`src/hdl/pnv_pkg.sv`:
```
// Package: shared types, character codes and per-byte helper functions for the path validator.
package pnv_pkg;

  localparam int unsigned MaxPathLenDef = 256;

  localparam logic [7:0] ChColon  = 8'h3A;
  localparam logic [7:0] ChSlash  = 8'h2F;
  localparam logic [7:0] ChBslash = 8'h5C;
  localparam logic [7:0] ChDot    = 8'h2E;
  localparam logic [7:0] ChQuest  = 8'h3F;
  localparam logic [7:0] ChQuote  = 8'h22;
  localparam logic [7:0] ChLt     = 8'h3C;
  localparam logic [7:0] ChGt     = 8'h3E;
  localparam logic [7:0] ChStar   = 8'h2A;
  localparam logic [7:0] ChPipe   = 8'h7C;

  localparam logic [2:0] BaseLenMax = 3'd5;

  localparam logic [31:0] Reserved3 [4] = '{
    32'h004E4F43, // CON
    32'h00585541, // AUX
    32'h004E5250, // PRN
    32'h004C554E  // NUL
  };

  localparam logic [31:0] Reserved4 [7] = '{
    32'h314D4F43, 32'h324D4F43, 32'h334D4F43, 32'h344D4F43, // COM1..COM4
    32'h3154504C, 32'h3254504C, 32'h3354504C                // LPT1..LPT3
  };

  typedef struct packed {
    logic        colon_seen;
    logic        text_after_colon;
    logic        already_bad;
    logic        in_segment;
    logic        prev_was_dot;
    logic        base_ended;
    logic [2:0]  base_length;
    logic [31:0] base_prefix;
  } seg_state_t;

  function automatic logic is_forbidden(input logic [7:0] b);
    return ((b >= 8'd1) && (b <= 8'd31)) || (b == ChQuest) || (b == ChQuote) ||
           (b == ChLt) || (b == ChGt) || (b == ChStar) || (b == ChPipe) ||
           (b == ChColon);
  endfunction

  function automatic logic [7:0] to_upper(input logic [7:0] b);
    return ((b >= 8'h61) && (b <= 8'h7A)) ? (b - 8'd32) : b;
  endfunction

  function automatic logic is_reserved(input logic [2:0] len, input logic [31:0] prefix);
    logic hit;
    hit = 1'b0;
    if (len == 3'd3) begin
      for (int i = 0; i < 4; i++) begin
        if (prefix == Reserved3[i]) hit = 1'b1;
      end
    end else if (len == 3'd4) begin
      for (int i = 0; i < 7; i++) begin
        if (prefix == Reserved4[i]) hit = 1'b1;
      end
    end
    return hit;
  endfunction

endpackage

```
`src/hdl/pnv_step.sv`:
```
// Per-byte next-state and verdict logic of the path validator.
module pnv_step import pnv_pkg::*; #(
  parameter int unsigned MAX_PATH_LEN = MaxPathLenDef,
  localparam int unsigned CntW = $clog2(MAX_PATH_LEN + 1)
) (
  input  seg_state_t     st_i,
  input  logic [CntW-1:0] cnt_i,
  input  logic [7:0]     path_byte_i,
  input  logic           final_byte_i,
  output seg_state_t     st_o,
  output logic [CntW-1:0] cnt_o,
  output logic           path_ok_o
);

  localparam logic [CntW-1:0] CntMax = CntW'(MAX_PATH_LEN);

  seg_state_t      s;
  logic [CntW-1:0] cnt;
  logic            is_sep;
  logic            is_dot;
  logic [7:0]      up;

  assign is_sep = (path_byte_i == ChSlash) || (path_byte_i == ChBslash);
  assign is_dot = (path_byte_i == ChDot);
  assign up     = to_upper(path_byte_i);

  always_comb begin
    s   = st_i;
    cnt = (cnt_i < CntMax) ? (cnt_i + CntW'(1)) : cnt_i;

    if (!s.colon_seen) begin
      if (path_byte_i == ChColon) s.colon_seen = 1'b1;
    end else begin
      s.text_after_colon = 1'b1;
      if (is_sep) begin
        if (s.in_segment) begin
          if (s.prev_was_dot || is_reserved(s.base_length, s.base_prefix)) begin
            s.already_bad = 1'b1;
          end
          s.in_segment = 1'b0;
        end
      end else begin
        if (!s.in_segment) begin
          s.in_segment  = 1'b1;
          s.base_ended  = 1'b0;
          s.base_length = 3'd0;
          s.base_prefix = '0;
        end
        if (is_forbidden(path_byte_i)) s.already_bad = 1'b1;
        s.prev_was_dot = is_dot;
        if (!s.base_ended) begin
          if (is_dot) begin
            s.base_ended = 1'b1;
          end else begin
            case (s.base_length)
              3'd0: s.base_prefix[7:0]   = up;
              3'd1: s.base_prefix[15:8]  = up;
              3'd2: s.base_prefix[23:16] = up;
              3'd3: s.base_prefix[31:24] = up;
              default: ;
            endcase
            if (s.base_length < BaseLenMax) s.base_length = s.base_length + 3'd1;
          end
        end
      end
    end

    if (s.in_segment && (s.prev_was_dot || is_reserved(s.base_length, s.base_prefix))) begin
      path_ok_o = 1'b0;
    end else begin
      path_ok_o = !s.already_bad && s.colon_seen && s.text_after_colon && (cnt < CntMax);
    end

    if (final_byte_i) begin
      st_o  = '0;
      cnt_o = '0;
    end else begin
      st_o  = s;
      cnt_o = cnt;
    end
  end

endmodule

```
`src/hdl/path_name_validator_core.sv`:
```
// Top level: input register, per-byte path checker and verdict output register.
// A final byte's verdict goes from the input register into the verdict register on path_ok_o.
// Throughput: one byte per cycle, back to back; each register holds one beat.
// The input register stalls only when it holds a final byte while the verdict waits.
// Reset (rst_ni low, asynchronous): all path state clears, both valid flags drop.
// No clearing pass; in_ready_o is high as soon as reset is released.
module path_name_validator_core import pnv_pkg::*; #(
  parameter int unsigned MAX_PATH_LEN = MaxPathLenDef
) (
  input  logic       clk_i,
  input  logic       rst_ni,
  input  logic       in_valid_i,
  output logic       in_ready_o,
  input  logic [7:0] path_byte_i,
  input  logic       final_byte_i,
  output logic       out_valid_o,
  input  logic       out_ready_i,
  output logic       path_ok_o
);

  localparam int unsigned CntW = $clog2(MAX_PATH_LEN + 1);

  logic            in_vld_q;
  logic [7:0]      byte_q;
  logic            final_q;
  seg_state_t      st_q, st_d;
  logic [CntW-1:0] cnt_q, cnt_d;
  logic            ok_d, ok_q;
  logic            out_vld_q;
  logic            advance;
  logic            in_acc;

  assign advance    = !(in_vld_q && final_q && out_vld_q && !out_ready_i);
  assign in_ready_o = !in_vld_q || advance;
  assign in_acc     = in_valid_i && in_ready_o;

  pnv_step #(
    .MAX_PATH_LEN(MAX_PATH_LEN)
  ) u_step (
    .st_i        (st_q),
    .cnt_i       (cnt_q),
    .path_byte_i (byte_q),
    .final_byte_i(final_q),
    .st_o        (st_d),
    .cnt_o       (cnt_d),
    .path_ok_o   (ok_d)
  );

  always_ff @(posedge clk_i or negedge rst_ni) begin
    if (!rst_ni) begin
      in_vld_q  <= 1'b0;
      out_vld_q <= 1'b0;
      st_q      <= '0;
      cnt_q     <= '0;
    end else begin
      if (in_ready_o) in_vld_q <= in_valid_i;
      if (in_vld_q && advance) begin
        st_q  <= st_d;
        cnt_q <= cnt_d;
      end
      if (in_vld_q && final_q && advance) begin
        out_vld_q <= 1'b1;
      end else if (out_ready_i) begin
        out_vld_q <= 1'b0;
      end
    end
  end

  always_ff @(posedge clk_i) begin
    if (in_acc) begin
      byte_q  <= path_byte_i;
      final_q <= final_byte_i;
    end
    if (in_vld_q && final_q && advance) ok_q <= ok_d;
  end

  assign out_valid_o = out_vld_q;
  assign path_ok_o   = ok_q;

endmodule

```
`config.mk`:
```
export PLATFORM = sky130hd
export DESIGN_NAME = path_name_validator_core
export DESIGN_NICKNAME = d
export VERILOG_FILES = /design/src/hdl/pnv_pkg.sv /design/src/hdl/pnv_step.sv /design/src/hdl/path_name_validator_core.sv
export SDC_FILE = /design/constraint.sdc
export NUM_CORES = 1
export LEC_CHECK = 0
export ABC_AREA = 1
export BUFFER_PORTS_ARGS = -buffer_cell sky130_fd_sc_hd__buf_2
export CORE_AREA = 2 2 118 120
export DETAILED_ROUTE_END_ITERATION = 6
export DIE_AREA = 0 0 120 122
export PLACE_DENSITY = 0.57
export SETUP_SLACK_MARGIN = 0.2
export SLEW_MARGIN = 40
export SYNTH_ARGS = -nofsm -noshare
export SYNTH_HDL_FRONTEND = slang
export SYNTH_SLANG_ARGS = --single-unit
```
`constraint.sdc`:
```
create_clock -name clk_i -period 3.3 [get_ports clk_i]
set_input_delay 0.66 -clock clk_i [delete_from_list [all_inputs] [get_ports clk_i]]
set_output_delay 0.66 -clock clk_i [all_outputs]
set_load 0.1 [all_outputs]
```
==> qor.yml, run 1 <==
status:
  status: "finished, final reports clean"
cells_and_area:
  drive_gt1_share_pct: 14.5
  fin_nets: 712
  area_growth_pct: 13.3
  antenna_cells: 0
  finalInstanceArea_um2: 5240
placement:
  hpwl_um: 11100
  place_area_um2: 4840
  portBuffers: 15
  gp_congestion: 0.878
timing:
  fin_tns_setup_ns: 0
  setup_violations: 0
  rsz0062_at_grt: "no"
  worst_pin_slew_ns: 0.688
  slew_viol_final: 0
  max_freq_mhz: 347
  whs_ns: 0.333
  worst_clock_skew_ns: 0.0109
  max_slew_margin_pct: 54.0
  period_needed_ns: 2.88
  post-route-period-util_pct: 87.3
  report.final.hold_viol_count: 0
power_and_ir_drop:
  power_leakage_nw: 2.39
  irDropWorstVdd_mv: 0.337
  seqPwrFrac_pct: 41.5
  p_switching_mw: 0.512
  power_density_nw_per_um2: 374
  switching_share_pct: 26.1
  internal_power_mw: 1.45
  clockPowerShare_pct: 50.0
  power.total_mw: 1.96
  combPwrFrac_pct: 8.5
detailed_routing:
  wl_um: 14800
  drtAntennaViolNets: 0
  drc: 0
  drtIter0Drc: 459
  wl_per_cell_um: 16.9
  viasPerCell: 5.39
  via_count: 4730
  drt_pass1_iterations: 5
setup_path:
  cp_max_fo: 11
  end_kind: "flop"
  slowest_stage: "edfxtp_1"
  crit_arrival_ns: 2.97
  cpLargestDelayFamily: "simple AND/OR/NAND/NOR gates"
  cp.required_ns: 3.39
  slowest_delay_ns: 0.45
  start_kind: "flop"
  crit_top_cell: "nand2_1"
  path_buf_inv: 1
  worstSetupPathType: "flop to flop"
  crit_chain: "buf_4 -> nand2_1 -> nor2_1 -> nand2_2 -> nand3_4 -> nand2_1 -> nand2_2 -> a21oi_1 -> nand2_1 -> nor2_1 -> nand3_1 -> nor2_1 -> nand3_1 -> nand2_1 -> nand2_1 -> nand3_2 -> a21oi_2"
floorplan:
  rows: 43
  fp.dieW_um: 120
  dieArea_um2: 14600
  chipHeight_um: 122
  start_util_pct: 34.2
  io_pins: 16
  core_area_um2: 13500
synthesis:
  synth.cell_area_um2: 4620
  ys_top_cells_by_area: "dfrtp_1, nand2_1, inv_1, nor2_1, edfxtp_1"
  syn_avg_cell_area_um2: 6.93
  synth.top_cell.area_share_pct: 28.2
  yosysWarnings: 0
  synth_seq_area_share_pct: 34.7
  syn-num-nets: 687
  synth_cell_types: 45
  synthCells: 667
  yosysTopAreaCell: "dfrtp_1"
  synth-seq-cells: 62
flow_run:
  cap_violations: 0
global_routing:
  grt_pass1_wl_um: 23600
  grt_pass1_vias: 4572
  grt_max_degree: 38
  antenna_found_initial: 0
  overflow: 0
  grt.total_usage_pct: 20.9
clock_network:
  cts_root_buf: "clkbuf_16"
  cts_max_level: 3
  cts_hold_buf: 0
  cts_tree: "built"
  worst_skew_pair.late_latency_ns: 0.34
  clock-sinks: 62
  cts-buffers-inserted: 9
  path_clk_slew_ns: 0.06
  cts_max_path_buffers: 2
hold_path:
  hp-class: "input pin to async pin"
Yosys cell counts (all sizes together):
cell type and instances:
a2111o 1, a211oi 1, a21oi 24, a221oi 2
a22o 2, a22oi 1, a31oi 6, and2 2
buf 8, clkbuf 10, clkinv 1, dfrtp 52
edfxtp 10, ha 7, inv 107, nand2 164
nand3 61, nand4 19, nor2 87, nor3 17
nor3b 1, nor4 8, o211ai 2, o21a 1
o21ai 40, o22ai 30, o41ai 2, xor2 1
state kept, by name, indices dropped and copies added (netlist names):
name and flops:
st_q 41, cnt_q 9, byte_q 8, final_q 1
in_vld_q 1, out_valid_o 1, path_ok_o 1
cells in the final DEF, fill, tap and decap left out, drive strengths merged, types with 2 or more instances in the layout:
cell type and count:
nor2 88, clkinvlp 2, buf 30, edfxtp 10
nor3 17, o22ai 30, a221oi 2, a22o 2
dfrtp 52, clkinv 2, nand2 164, o211ai 2
o21ai 40, inv 109, nor4 8, ha 7
and2 2, a21oi 24, nand4 19, a31oi 6
nand3 62, clkbuf 10, o41ai 2
routing by layer:
layer / GRT usage, % / routed length (um) / vias up
li1: - / - / 2273
met1: 26.3 / 6460 / 2244
met2: 34.6 / 7070 / 181
met3: 5.52 / 945 / 32
met4: 7.65 / 306 / 0
met5: 0 / 0 / -
through the flow:
stage | setup WS [ns] | cells | utilization (%)
after global placement | 0.222 | 852 | 35.9
after floorplan | 0.704 | 667 | -
after global routing | 0.213 | 877 | 38.8
after detailed placement | 0.219 | 852 | 35.9
after CTS | 0.210 | 868 | 38.1
final | 0.421 | 877 | 38.8
cells by family (layout without fill, tap and decap cells):
kind of cell | after synthesis | count (layout) | synth area share (%)
AOI/OAI and AO/OA | 112 | 112 | 14.9
adders and majority gates | 7 | 7 | 1.89
DFF | 62 | 62 | 34.7
xor gates and xnor gates | 1 | 1 | 0.190
and+or+nand+nor | 359 | 361 | 36.5
buffers and inverters | 126 | 154 | 11.9
power by group through the flow:
stage	Combinational [mW]	Clock, mW	Sequential, mW
2_1_floorplan	0.0888	0	0.835
6_report	0.167	0.979	0.813
4_1_cts	0.155	0.997	0.818
3_3_place_gp	0.151	0	0.832
3_5_place_dp	0.155	0	0.832
5_1_grt	0.185	1.04	0.815
worst paths after layout:
kind                              startpoint        end  slack (ns)  cells after the start
worst min-delay path                  rst_ni   st_q[13]        0.33                      1
worst max-delay path               byte_q[1]  path_ok_o        0.42                     17
worst max register to register     byte_q[1]  path_ok_o        0.42                     17
max in group asynchronous             rst_ni   st_q[37]        2.14                      2
worst min register to register      cnt_q[6]   cnt_q[6]        0.52                      2
min in group clk_i              final_byte_i    final_q        0.50                      1
final cells by class:
class,instances,area (um^2)
Timing Repair Buffer,30,188
Fill cell,1401,8270
Clock buffer,10,239
Multi-Input combinational cell,481,2510
Clock inverter,6,68.8
Sequential cell,62,1600
Tap cell,180,225
Inverter,108,405
timing repair:
item / in CTS / in global routing
hold endpoints to repair: 0 / 0
buffers inserted: 0 / 7
setup endpoints to repair: 0 / 1
gates resized for setup: 0 / 2
No activity file was read; power rests on OpenSTA's default activity.
==> inputs of run 2 (changes only) <==
--- a/config.mk
+++ b/config.mk
@@ -9,6 +9,7 @@
 export BUFFER_PORTS_ARGS = -buffer_cell sky130_fd_sc_hd__buf_2
-export CORE_AREA = 2 2 118 120
+export CAP_MARGIN = 40
+export CORE_AREA = 2 2 95 97
 export DETAILED_ROUTE_END_ITERATION = 6
-export DIE_AREA = 0 0 120 122
-export PLACE_DENSITY = 0.57
+export DIE_AREA = 0 0 97 99
+export PLACE_DENSITY = 0.78
 export SETUP_SLACK_MARGIN = 0.2
==> constraint.sdc (replaced) <==
create_clock -name clk_i -period 3.3 [get_ports clk_i]
set_input_delay 0.33 -clock clk_i [delete_from_list [all_inputs] [get_ports clk_i]]
set_output_delay 0.33 -clock clk_i [all_outputs]
set_load 0.1 [all_outputs]
==> run 2 against run 1 <==
  * Clock-buffer cell count did not move
  * Via count grew 0.76%
  * Maximum frequency fell by 1.1%
  * Sequential power hardly changed
  * Die area is 34% lower
  * Clock skew fell by 0.0047 ns
  * Critical endpoint unchanged
  * Sequential cell count stayed put
  * Utilization up 20 points
==> qor.yml, run 2 (synthesis results as in run 1) <==
clock_network:
  clock-sinks: 62  # unchanged
  cts_tree: "built"  # unchanged
  cts_max_level: 3  # unchanged
  cts-buffers-inserted: 9  # unchanged
  cts_max_path_buffers: 2  # unchanged
  worst_skew_pair.late_latency_ns: 0.35  # was 0.34 ns
  path_clk_slew_ns: 0.07  # was 0.06 ns
  cts_root_buf: "clkbuf_8"  # was clkbuf_16
placement:
  portBuffers: 15  # unchanged
  gp_congestion: 1.01  # was 0.878
  place_area_um2: 4750  # was 4840 um^2
  hpwl_um: 10200  # was 11100 um
power_and_ir_drop:
  combPwrFrac_pct: 9.9  # was 8.5%
  internal_power_mw: 1.13  # was 1.45 mW
  power_leakage_nw: 2.34  # was 2.39 nW
  p_switching_mw: 0.474  # was 0.512 mW
  clockPowerShare_pct: 39.5  # was 50.0%
  switching_share_pct: 29.5  # was 26.1%
  power_density_nw_per_um2: 322  # was 374 nW/um^2
  irDropWorstVdd_mv: 0.278  # was 0.337 mV
  seqPwrFrac_pct: 50.6  # was 41.5%
floorplan:
  chipHeight_um: 99  # was 122 um
  start_util_pct: 54.1  # was 34.2%
  io_pins: 16  # unchanged
  rows: 34  # was 43
  fp.dieW_um: 97  # was 120 um
  dieArea_um2: 9600  # was 14600 um^2
  core_area_um2: 8550  # was 13500 um^2
setup_path:
  crit_arrival_ns: 3.01  # was 2.97 ns
  worstSetupPathType: "flop to flop"  # unchanged
  reg2reg_slack_ns: 0.39  # was 0.42 ns
  r2r-start: "byte_q[3]"  # was byte_q[1]
  slowest_delay_ns: 0.56  # was 0.45 ns
  path_buf_inv: 0  # was 1
  end_kind: "flop"  # unchanged
  cp.required_ns: 3.40  # was 3.39 ns
  crit_chain: "nand2_2 -> nor2_1 -> nand2_2 -> nand2_4 -> nor2_8 -> nand2_2 -> nand2_1 -> o21ai_0 -> nor2_1 -> nand2_1 -> nor2_1 -> nand2_1 -> nand2_1 -> nand2_1 -> nand2_1 -> nand2_1 -> nand3_2 -> a21oi_2"  # was buf_4 -> nand2_1 -> nor2_1 -> nand2_2 -> nand3_4 -> nand2_1 -> nand2_2 -> a21oi_1 -> nand2_1 -> nor2_1 -> nand3_1 -> nor2_1 -> nand3_1 -> nand2_1 -> nand2_1 -> nand3_2 -> a21oi_2
  cp_max_fo: 14  # was 11
  crit_top_cell: "nand2_1"  # unchanged
  slowest_stage: "edfxtp_1"  # unchanged
  start_kind: "flop"  # unchanged
  reg2reg_to: "path_ok_o"  # unchanged
  cpLargestDelayFamily: "simple AND/OR/NAND/NOR gates"  # unchanged
  rr_worst_depth: 18  # was 17
detailed_routing:
  wl_um: 13400  # was 14800 um
  drc: 0  # unchanged
  via_count: 4766  # was 4730
  drtAntennaViolNets: 0  # unchanged
  drt_pass1_iterations: 7  # was 5
  viasPerCell: 5.96  # was 5.39
  wl_per_cell_um: 16.8  # was 16.9 um
  drtIter0Drc: 388  # was 459
cells_and_area:
  largest_reg_flops: 41  # unchanged
  drive_gt1_share_pct: 13.9  # was 14.5%
  layout_common_cells: "nand2_1, inv_1, nor2_1"  # unchanged
  antenna_cells: 0  # unchanged
  final_common_cell: "nand2_1"  # unchanged
  nFillCells: 775  # was 1401
  area_growth_pct: 8.07  # was 13.3%
  reg_top3: "st_q x41, cnt_q x9, byte_q x8"  # unchanged
  fin_nets: 707  # was 712
  top_register: "st_q"  # unchanged
  finalInstanceArea_um2: 4990  # was 5240 um^2
timing:
  fin_tns_setup_ns: 0  # unchanged
  max_slew_margin_pct: 59.4  # was 54.0%
  post-route-period-util_pct: 88.3  # was 87.3%
  slew_viol_final: 0  # unchanged
  rsz0062_at_grt: "no"  # unchanged
  report.final.hold_viol_count: 0  # unchanged
  max_freq_mhz: 343  # was 347 MHz
  period_needed_ns: 2.91  # was 2.88 ns
  worst_pin_slew_ns: 0.607  # was 0.688 ns
  worst_clock_skew_ns: 0.00615  # was 0.0109 ns
  setup_violations: 0  # unchanged
global_routing:
  grt_pass1_wl_um: 22100  # was 23600 um
  grt.total_usage_pct: 28.7  # was 20.9%
  grt_max_degree: 38  # unchanged
  antenna_found_initial: 0  # unchanged
  grt_pass1_vias: 4452  # was 4572
  overflow: 0  # unchanged
flow_run:
  cap_violations: 0  # unchanged
hold_path:
  worstHoldStart: "path_byte_i[4]"
  hp-class: "input pin to flop"  # was input pin to async pin
  min_to: "byte_q[4]"
  holdPathStages: 1
status:
  status: "finished, final reports clean"  # unchanged
[run 2: power groups by stage]
stage,Combinational (mW),Sequential (mW),Clock (mW)
after floorplan,0.0888,0.835,0
after global placement,0.149,0.828,0
after detailed placement,0.152,0.829,0
after CTS,0.153,0.814,0.648
after global routing,0.178,0.815,0.682
final,0.158,0.813,0.635
[run 2: worst max path at each step]
stage	start	to	slack [ns]	depth (start not counted)
finish	byte_q[3]	path_ok_o	0.39	18
detailed placement	byte_q[3]	path_ok_o	0.37	16
floorplan	st_q[37]	path_ok_o	0.70	19
global route	byte_q[3]	path_ok_o	0.20	18
CTS	byte_q[1]	path_ok_o	0.35	17
global placement	byte_q[1]	path_ok_o	0.41	16
[run 2: timing repair]
action,in CTS,in global routing
setup buffers,0,2
setup endpoints to repair,0,1
hold buffers,0,1
hold endpoints to repair,0,32
gates resized for setup,0,4
[run 2: final cells by class]
class / instances / area, um^2 / area share [%]
flip-flops and latches: 62 / 1600 / 32.1
clock buffers: 10 / 138 / 2.76
multi-input cells: 480 / 2510 / 50.2
inverters: 108 / 405 / 8.12
repair buffers: 26 / 163 / 3.26
clock inverters: 6 / 45.0 / 0.902
well taps: 108 / 135 / 2.71
[run 2: layer usage]
layer	GRT usage [%]	vias up	part of all wire [%]
met5	0	-	0
met4	16.9	0	5.6
met3	4.40	61	7.7
met2	45.9	247	46
met1	37.2	2191	41
li1	-	2267	-
[run 2: stage by stage]
| stage | setup slack, ns | hold slack (ns) | util (%) | cells | power, mW |
|---|---|---|---|---|---|
| after floorplan | 0.704 | 0.0344 | - | 667 | 0.924 |
| after global placement | 0.413 | 0.434 | 55.6 | 780 | 0.976 |
| after detailed placement | 0.367 | 0.446 | 55.6 | 780 | 0.981 |
| after CTS | 0.349 | 0.0632 | 57.7 | 796 | 1.62 |
| after global routing | 0.195 | 0.138 | 58.4 | 800 | 1.67 |
| final | 0.388 | 0.146 | 58.4 | 800 | 1.61 |
